## src/hw/rtl/vrg711_pkg.sv

```systemverilog
// Shared types and constants for the voice record G.711 decoder.
// No dependencies; imported by vrg711_expand and voice_record_g711_decoder.
package vrg711_pkg;

   // companding law select, as held in the law_select register
   typedef enum logic [0:0] {
      LAW_A  = 1'b0,
      LAW_MU = 1'b1
   } law_type;

   typedef logic        [7:0]  code_type;
   typedef logic signed [15:0] pcm_type;

   // header layout
   localparam int HEADER_BYTES_DEF = 12;
   localparam int HDR_IDX_W        = 4;   // holds any header position up to 15
   localparam int LEN_W            = 32;  // payload length, little-endian in header

   // G.711 constants
   localparam logic [7:0] ALAW_XOR      = 8'h55;
   localparam logic [8:0] ALAW_SEG_BIAS = 9'h108;
   localparam logic [7:0] ULAW_BIAS     = 8'h84;

endpackage

```

## src/hw/rtl/vrg711_expand.sv

```systemverilog
// G.711 expander: one code byte to a 16-bit linear sample, A-law or mu-law.
// Depends on vrg711_pkg.
module vrg711_expand
   import vrg711_pkg::*;
(
   input  code_type code,
   input  law_type  law,
   output pcm_type  sample
);

   logic [7:0]  a_val;
   logic [2:0]  a_seg;
   logic [8:0]  a_base;
   logic [14:0] a_mag;
   pcm_type     a_sample;

   logic [7:0]  u_val;
   logic [7:0]  u_base;
   logic [14:0] u_mag;
   pcm_type     u_sample;

   // A-law: even bits inverted, sign set means positive
   always_comb begin
      a_val  = code ^ ALAW_XOR;
      a_seg  = a_val[6:4];
      a_base = {1'b0, a_val[3:0], 4'b0000} + ALAW_SEG_BIAS;
      priority if (a_seg == 3'd0) begin
         a_mag = {7'b0, a_val[3:0], 4'b1000};
      end else if (a_seg == 3'd1) begin
         a_mag = 15'(a_base);
      end else begin
         a_mag = 15'(a_base) << (a_seg - 3'd1);
      end
      a_sample = a_val[7] ? pcm_type'({1'b0, a_mag}) : -pcm_type'({1'b0, a_mag});
   end

   // mu-law: all bits inverted, biased magnitude
   always_comb begin
      u_val  = ~code;
      u_base = {1'b0, u_val[3:0], 3'b000} + ULAW_BIAS;
      u_mag  = 15'(u_base) << u_val[6:4];
      u_sample = u_val[7] ? pcm_type'({8'b0, ULAW_BIAS} - {1'b0, u_mag})
                          : pcm_type'({1'b0, u_mag} - {8'b0, ULAW_BIAS});
   end

   assign sample = (law == LAW_MU) ? u_sample : a_sample;

endmodule

```

## src/hw/rtl/voice_record_g711_decoder.sv

```systemverilog
// Top level of the voice record G.711 decoder: record parser, pipeline, ports.
// Depends on vrg711_pkg and vrg711_expand.
//
// Takes a byte stream of voice records, one byte per req transaction. Each
// record is HEADER_BYTES header bytes, the last four holding the payload length
// little-endian, then that many G.711 code bytes. Header bytes produce nothing;
// every payload byte produces one rsp transaction carrying a signed 16-bit
// linear sample, with rsp_tlast marking the record's final sample. A record of
// length zero yields no samples and the next byte starts a new header.
// csr_data selects the law (0 A-law, 1 mu-law); write it only while idle.
// Throughput is one byte per clock while rsp is not backpressured. The parser
// loads each accepted byte into the stage 1 input register, and the expander
// feeds the output register from it; rsp_tvalid and rsp_tdata come straight
// from that output register. Backpressure on rsp stalls both stages; an empty
// stage still takes a new byte while the output register waits.
module voice_record_g711_decoder
   import vrg711_pkg::*;
#(
   parameter int HEADER_BYTES = HEADER_BYTES_DEF   // 4..16
)(
   input  logic        clock,
   input  logic        reset,
   // configuration write channel
   input  logic        csr_valid,
   output logic        csr_ready,
   input  logic        csr_data,      // law_select
   // byte stream in
   input  logic        req_tvalid,
   output logic        req_tready,
   input  logic [7:0]  req_tdata,     // [7:0] stream_byte
   // samples out
   output logic        rsp_tvalid,
   input  logic        rsp_tready,
   output logic [15:0] rsp_tdata,     // [15:0] pcm_sample
   output logic        rsp_tlast      // record_last
);

   localparam logic [HDR_IDX_W-1:0] LEN_FIRST = HDR_IDX_W'(HEADER_BYTES - 4);
   localparam logic [HDR_IDX_W-1:0] HDR_LAST  = HDR_IDX_W'(HEADER_BYTES - 1);
   localparam logic [HDR_IDX_W-1:0] HDR_STEP  = HDR_IDX_W'(1);
   localparam logic [LEN_W-1:0]     LEN_ONE   = LEN_W'(1);

   // ---- configuration ----
   law_type law_ff, law_in;

   // ---- record parser state ----
   logic                 in_payload_ff, in_payload_in;
   logic [HDR_IDX_W-1:0] header_index_ff, header_index_in;
   logic [LEN_W-1:0]     length_accum_ff, length_accum_in;
   logic [LEN_W-1:0]     bytes_left_ff, bytes_left_in;
   logic [LEN_W-1:0]     accum_next;
   logic [1:0]           len_slot;

   // ---- stage 1: accepted payload byte ----
   logic     s1_valid_ff, s1_valid_in;
   code_type s1_code_ff;
   law_type  s1_law_ff;
   logic     s1_last_ff;

   // ---- stage 2: output register ----
   logic     rsp_valid_ff, rsp_valid_in;
   pcm_type  rsp_sample_ff;
   logic     rsp_last_ff;

   pcm_type  expand_sample;
   logic     req_fire;
   logic     s2_take;
   logic     s1_take;

   // config always accepted; the user must write it only while idle, the block does not enforce it
   assign csr_ready = 1'b1;
   assign law_in    = (csr_valid && csr_ready) ? law_type'(csr_data) : law_ff;

   // pipeline flow
   assign s2_take    = !rsp_valid_ff || rsp_tready;         // output reg can load
   assign s1_take    = !s1_valid_ff || s2_take;             // stage 1 can load
   assign req_tready = s1_take;
   assign req_fire   = req_tvalid && req_tready;

   assign s1_valid_in  = req_fire ? in_payload_ff : (s1_valid_ff && !s2_take);
   assign rsp_valid_in = s2_take ? s1_valid_ff : rsp_valid_ff;

   // length byte lands at slot 0..3 of the 32-bit count
   assign len_slot   = 2'(header_index_ff - LEN_FIRST);
   assign accum_next = (header_index_ff >= LEN_FIRST)
                     ? (length_accum_ff | (LEN_W'(req_tdata) << {len_slot, 3'b000}))
                     : length_accum_ff;

   // parser next state
   always_comb begin
      in_payload_in   = in_payload_ff;
      header_index_in = header_index_ff;
      length_accum_in = length_accum_ff;
      bytes_left_in   = bytes_left_ff;
      if (req_fire) begin
         if (in_payload_ff) begin
            bytes_left_in = bytes_left_ff - LEN_ONE;
            if (bytes_left_ff == LEN_ONE) begin
               in_payload_in   = 1'b0;
               header_index_in = '0;
               length_accum_in = '0;
            end
         end else if (header_index_ff == HDR_LAST) begin
            // header complete; zero length skips straight to next header
            header_index_in = '0;
            length_accum_in = '0;
            if (accum_next != '0) begin
               in_payload_in = 1'b1;
               bytes_left_in = accum_next;
            end
         end else begin
            header_index_in = header_index_ff + HDR_STEP;
            length_accum_in = accum_next;
         end
      end
   end

   vrg711_expand u_expand (
      .code   (s1_code_ff),
      .law    (s1_law_ff),
      .sample (expand_sample)
   );

   // control registers
   always_ff @(posedge clock) begin
      if (reset) begin
         law_ff          <= LAW_A;
         in_payload_ff   <= 1'b0;
         header_index_ff <= '0;
         length_accum_ff <= '0;
         bytes_left_ff   <= '0;
         s1_valid_ff     <= 1'b0;
         rsp_valid_ff    <= 1'b0;
      end else begin
         law_ff          <= law_in;
         in_payload_ff   <= in_payload_in;
         header_index_ff <= header_index_in;
         length_accum_ff <= length_accum_in;
         bytes_left_ff   <= bytes_left_in;
         s1_valid_ff     <= s1_valid_in;
         rsp_valid_ff    <= rsp_valid_in;
      end
   end

   // payload registers
   always_ff @(posedge clock) begin
      if (req_fire) begin
         s1_code_ff <= req_tdata;
         s1_law_ff  <= law_ff;
         s1_last_ff <= (bytes_left_ff == LEN_ONE);
      end
      if (s2_take) begin
         rsp_sample_ff <= expand_sample;
         rsp_last_ff   <= s1_last_ff;
      end
   end

   assign rsp_tvalid = rsp_valid_ff;
   assign rsp_tdata  = rsp_sample_ff;
   assign rsp_tlast  = rsp_last_ff;

   // ---- checks ----
   // a header byte never enters the sample pipeline
   a_hdr_no_sample: assert property (@(posedge clock) disable iff (reset)
      req_fire && !in_payload_ff |=> !s1_valid_ff)
      else $error("header byte produced a sample");

   // payload mode always has bytes outstanding
   a_payload_count: assert property (@(posedge clock) disable iff (reset)
      in_payload_ff |-> (bytes_left_ff != '0))
      else $error("payload mode with zero bytes left");

   // header position stays inside the header
   a_hdr_index: assert property (@(posedge clock) disable iff (reset)
      header_index_ff <= HDR_LAST)
      else $error("header index out of range");

   // the record's final byte returns the parser to header mode
   a_last_ends_record: assert property (@(posedge clock) disable iff (reset)
      req_fire && in_payload_ff && (bytes_left_ff == LEN_ONE)
      |=> !in_payload_ff && (header_index_ff == '0))
      else $error("record did not end after last byte");

endmodule
```

## config.mk

```make
export PLATFORM = sky130hd
export DESIGN_NAME = voice_record_g711_decoder
export DESIGN_NICKNAME = d
export VERILOG_FILES = /design/src/hw/rtl/vrg711_pkg.sv /design/src/hw/rtl/vrg711_expand.sv /design/src/hw/rtl/voice_record_g711_decoder.sv
export SDC_FILE = /design/constraint.sdc
export NUM_CORES = 1
export LEC_CHECK = 0
export BUFFER_PORTS_ARGS = -buffer_cell sky130_fd_sc_hd__buf_2
export CAP_MARGIN = 5
export CELL_PAD_IN_SITES_DETAIL_PLACEMENT = 1
export CELL_PAD_IN_SITES_GLOBAL_PLACEMENT = 1
export CORE_ASPECT_RATIO = 1.25
export CORE_UTILIZATION = 47
export DETAILED_ROUTE_END_ITERATION = 10
export GPL_ROUTABILITY_DRIVEN = 0
export PLACE_DENSITY = 0.86
export REMOVE_ABC_BUFFERS = 1
export SETUP_SLACK_MARGIN = 0.2
export SLEW_MARGIN = 20
export SYNTH_ARGS = -nofsm -noshare
export SYNTH_HDL_FRONTEND = slang
export SYNTH_SLANG_ARGS = --single-unit
```

## constraint.sdc

```tcl
create_clock -name clock -period 4.7 [get_ports clock]
set_input_delay 0 -clock clock [delete_from_list [all_inputs] [get_ports clock]]
set_output_delay 0 -clock clock [all_outputs]
set_load 0.005 [all_outputs]
```

Yosys cells after proc, flatten, opt, wreduce, memory -nomap -nowiden
Cells that the tools add are included.

operators by class
  add/sub/neg operators = 9
  magnitude comparators = 1
  eq/ne operators = 4
  shift operators = 3
  mux-type cells = 20
  bitwise gates (word level) = 3
  reductions and logical operators = 13

operator list
  operator                 number
  $mux W32                 7
  $mux W16                 3
  $eq A32 B1 Y1 const B    1
  $or A32 B32 Y32          1
  $reduce_bool A32 Y1      1
  $shl A8 B5 Y32           1
  $sub A32 B1 Y32 const B  1
  $mux W15                 2
  $neg A15 Y16             1
  $sub A15 B8 Y16 const B  1
  $sub A8 B15 Y16 const A  1
  $shl A8 B3 Y15           1
  $shl A9 B3 Y15           1
  $mux W4                  3
  $add A8 B9 Y9 const B    1
  $add A7 B8 Y8 const B    1
  $not A8 Y8               1
  $mux W1                  5
  $add A4 B1 Y4 const B    1
  $eq A4 B4 Y1 const B     1
  $ge A4 B4 Y1 const B     1
  $not A4 Y4               1
  $reduce_bool A2 Y1       2
  $eq A3 B1 Y1 const B     1
  9 further kinds          13

storage, ports and cells
  bits in registers = 99
  word-level logic and storage cells = 65

Depth between registers and ports, before layout
  word-level depth = 8
  depth in mapped cells = 12
  mapped depth without buffers = 10

Modules after synthesis
A second synthesis with hierarchy kept.

second synthesis, totals
  cells, all modules = 820
  area, all modules = 6715.2 sq um

by module, submodules not included
  module                     times used  cells an instance  area each (sq um)  seq. area each (sq um)
  voice_record_g711_decoder  1           542                4848.4             2252.2
  vrg711_expand              1           278                1866.8             0.0

Least setup slack after synthesis
No wires, ideal clock.

  path kind = register to register
  from = register s1_code_ff[4]
  to = register rsp_sample_ff[10], in the netlist rsp_tdata[10], data pin
  setup time = 0.263 ns
  arrival time = 2.991 ns
  data required time = 4.437 ns
  slack = 1.446 ns
  cell stages (with the launch flop) = 11
  clock period less this slack = 3.254 ns
  cells stage by stage = edfxtp_1 > clkbuf_1 > clkinv_1 > ha_1 > clkbuf_1 > or2_2 > o311ai_0 > o211ai_1 > o41ai_1 > mux2i_1 > nand3b_1

between the ends
  longest elaborated chain between the ends = 8
  elaborated cells between the ends (all ways) = 15
  classes of those cells = 4 x add/sub; 1 x eq/ne; 2 x shift; 5 x mux; 2 x bitwise; 1 x reduce/logical

RTL lines
  item                         line                              source
  start: declaration           voice_record_g711_decoder.sv:56   code_type s1_code_ff;
  start signal: assignment     voice_record_g711_decoder.sv:148  s1_code_ff <= req_tdata;
  $not A4 Y4 (no source line)  -
  $sub A3 B1 Y3                vrg711_expand.sv:32               a_mag = 15'(a_base) << (a_seg - 3'd1);
  $shl A9 B3 Y15               vrg711_expand.sv:32
  $mux W15                     vrg711_expand.sv:29               end else if (a_seg == 3'd1) begin
  $mux W15                     vrg711_expand.sv:27               priority if (a_seg == 3'd0) begin
  $neg A15 Y16                 vrg711_expand.sv:34               a_sample = a_val[7] ? pcm_type'({1'b0, a_mag}) : -pcm_type'({1'b0, a_mag});
  $mux W16                     vrg711_expand.sv:34
  $mux W16 *                   vrg711_expand.sv:46               assign sample = (law == LAW_MU) ? u_sample : a_sample;
  net expand_sample[10]        voice_record_g711_decoder.sv:65   pcm_type expand_sample;
  end signal: assignment       voice_record_g711_decoder.sv:153  rsp_sample_ff <= expand_sample;
  end: declaration             voice_record_g711_decoder.sv:62   pcm_type rsp_sample_ff;

Mark *: on every way through the listed nets, which the timed path passes. The rest lies on a longest branch.
A chain may end at the register's enable or synchronous reset.

Worst setup path in the final report
Same ends and word-level chain as after synthesis.

==> impl_metrics.json <==
{
  "status": "complete, no violations",
  "setup_tns_ps": 0,
  "switching_share": 0.313,
  "fin_area_um2": 6840,
  "cts_max_path_buffers": 2,
  "synth_compound_area_frac": 0.295,
  "grt_pass1_wl_mm": 34.6,
  "cts.sinks": 97,
  "io-pin-count": 34,
  "worst_ir_drop_vdd_mv": 0.161,
  "cp_slowest_cell": "o41ai_1",
  "max_freq_ghz": 0.260,
  "drt_iter0_drc": 514,
  "postRouteWirelength_mm": 21.2,
  "placed_cells": 924,
  "wl_per_cell_um": 22.5,
  "diodes": 0,
  "clkTransAtPathRegs_ps": 70,
  "place_ws_ps": 1030,
  "syn-cell-area_um2": 6370,
  "post-route-period-util": 0.817,
  "die_y_um": 132,
  "fin_ws_ps": 860,
  "instances_no_fill": 944,
  "final_cell_mix": "a21oi_1, nor2_1, dfxtp_1, nand2_1, buf_2",
  "n_fill_cell": 1591,
  "crit_path_start_kind": "flip-flop",
  "layout_commonest_cell": "a21oi_1",
  "drc": 0,
  "core-area_um2": 13200,
  "muxShareOfSynthArea": 0.0295,
  "crit_path_max_fanout": 34,
  "synth_xor_area_frac": 0.0179,
  "async_flop_share": 0,
  "min_period_ps": 3840,
  "placementRows": 47,
  "utilization": 0.517,
  "post_cts_buffers": 0,
  "setup_viol": 0,
  "synth_fa_ha_area_frac": 0.0236,
  "combPwrFrac": 0.190,
  "drv_slew": 0,
  "num-nets-final": 794,
  "synthCells": 787,
  "htreeDepth": 3,
  "hold_viol": 0,
  "cp-end-kind": "flip-flop",
  "synth_ff_type": "dfxtp_1",
  "via_per_inst": 6.88,
  "drt_first_pass_iters": 6,
  "clockPowerShare": 0.367,
  "synth_top_family_by_area": "compound AO/OA/AOI/OAI gates",
  "ant_nets": 0,
  "skew_ps": 14.6,
  "switching_power_uw": 669,
  "port_buffers": 30,
  "synth_edf_count": 25,
  "pwr-share-seq": 0.442,
  "postPlaceCellArea_um2": 6490,
  "vias": 6494,
  "required_ps": 4800,
  "grt_max_degree": 66,
  "max_slew_margin": 0.377,
  "cts_resized": 0,
  "p_int_mw": 1.47,
  "max_slew.worst_pin.slew_ps": 934,
  "cts_tree": "done",
  "leakage_nw": 2.51,
  "synth_simple_gate_area_share": 0.228,
  "cts_buffers": 9,
  "path_cells": "buf_4 > clkinv_1 > ha_1 > or2_2 > o311ai_0 > o211ai_1 > o41ai_1 > mux2i_1 > nand3b_1",
  "grt_usage": 0.310,
  "cts_root_buf": "clkbuf_16",
  "syn_area_per_cell_um2": 8.09,
  "crit_arrival_ps": 3940,
  "synth_cell_types": 78,
  "critPathMaxStageDelay_ps": 600,
  "hpwlAfterDp_mm": 14.8,
  "clk-insertion-delay-late_ps": 360,
  "yosys_register_bits": 97,
  "antenna_found_initial": 0,
  "grt_pass1_vias": 6655,
  "grt_overflow": 0,
  "hold_ws_ps": 44.5,
  "initial_core_util": 0.481,
  "final_layout_size_suffix_gt1_frac": 0.102,
  "ys_seq_area_frac": 0.344,
  "die_x_um": 106,
  "area_growth_pct": 7.51,
  "die_area_um2": 14000,
  "finalPower_mw": 2.14,
  "drv_cap": 0,
  "power_density_nw_per_um2": 312,
  "path_class": "reg2reg",
  "hp-class": "in2reg",
  "yosys_warnings": 0,
  "rsz0062_at_grt": "false",
  "holdBufCountCts": 4
}
-- critical path, delay by kind of cell (launching register included) --
family	cells	cell delay [ps]
buf+inv	2	660
fa+ha+maj	1	580
mux	1	270
simple gates	2	470
compound gates	3	1270
flops	1	330
-- layer usage --
metal / track usage / wire length [µm] / vias to the layer above / share of wire
met4: 0.170 / 879 / 0 / 0.041
met5: 0 / 0 / - / 0
li1: - / - / 2948 / -
met2: 0.556 / 11000 / 259 / 0.52
met1: 0.360 / 8480 / 3214 / 0.40
met3: 0.0282 / 847 / 73 / 0.040
-- path summary, 6_finish.rpt --
path | depth (start not counted) | to | slack, ps | startpoint
max | 9 | rsp_tdata[10] | 860 | s1_code_ff[4]
min | 1 | s1_code_ff[3] | 40 | req_tdata[3]
max reg2reg | 9 | rsp_tdata[10] | 860 | s1_code_ff[4]
min reg2reg | 0 | rsp_tlast | 450 | s1_last_ff
-- sequential cells by signal, summed over array words and instances, names as in the netlist --
| register | count |
|---|---|
| bytes_left_ff | 32 |
| length_accum_ff | 32 |
| rsp_tdata | 14 |
| s1_code_ff | 8 |
| header_index_ff | 4 |
| in_payload_ff | 1 |
| law_ff | 1 |
| rsp_tlast | 1 |
| rsp_tvalid | 1 |
| s1_last_ff | 1 |
| s1_law_ff | 1 |
| s1_valid_ff | 1 |
-- cell usage after synthesis, drive strengths merged (10+ instances only) --
master | count | area share
buf | 20 | 0.018
clkbuf | 53 | 0.031
nand3 | 19 | 0.015
nand4 | 10 | 0.0098
a31oi | 18 | 0.018
o21ai | 31 | 0.024
mux2i | 12 | 0.019
or3 | 12 | 0.012
edfxtp | 25 | 0.12
a211oi | 19 | 0.022
nand2 | 34 | 0.020
nor3 | 27 | 0.022
dfxtp | 72 | 0.23
o31ai | 17 | 0.020
nor2 | 89 | 0.052
ha | 12 | 0.024
a21oi | 99 | 0.078
nor4 | 16 | 0.018
inv | 17 | 0.010
o211ai | 10 | 0.012
-- area by class of cell --
class	count	area, µm²	share of cell area
multi-input cells	599	3800	0.556
well taps	171	214	0.0313
inverters	19	71.3	0.0104
clock buffers	10	250	0.0366
repair buffers	42	250	0.0366
flip-flops and latches	97	2190	0.320
clock inverters	6	60.1	0.00878
-- kinds of logic after synthesis --
logic type | after synthesis
AOI/OAI and AO/OA | 283
adders and majority gates | 12
other | 2
DFF | 97
buffers and inverters | 92
xor gates and xnor gates | 13
muxes | 17
and+or+nand+nor | 271
-- power by group through the flow --
stage	clock network, mW	logic [mW]	registers, mW
global placement	0	0.371	0.961
CTS	0.787	0.395	0.944
global route	0.819	0.438	0.951
floorplan	0	0.244	0.959
finish	0.784	0.406	0.944
detailed placement	0	0.390	0.963
No activity file was read; power rests on OpenSTA's default activity.
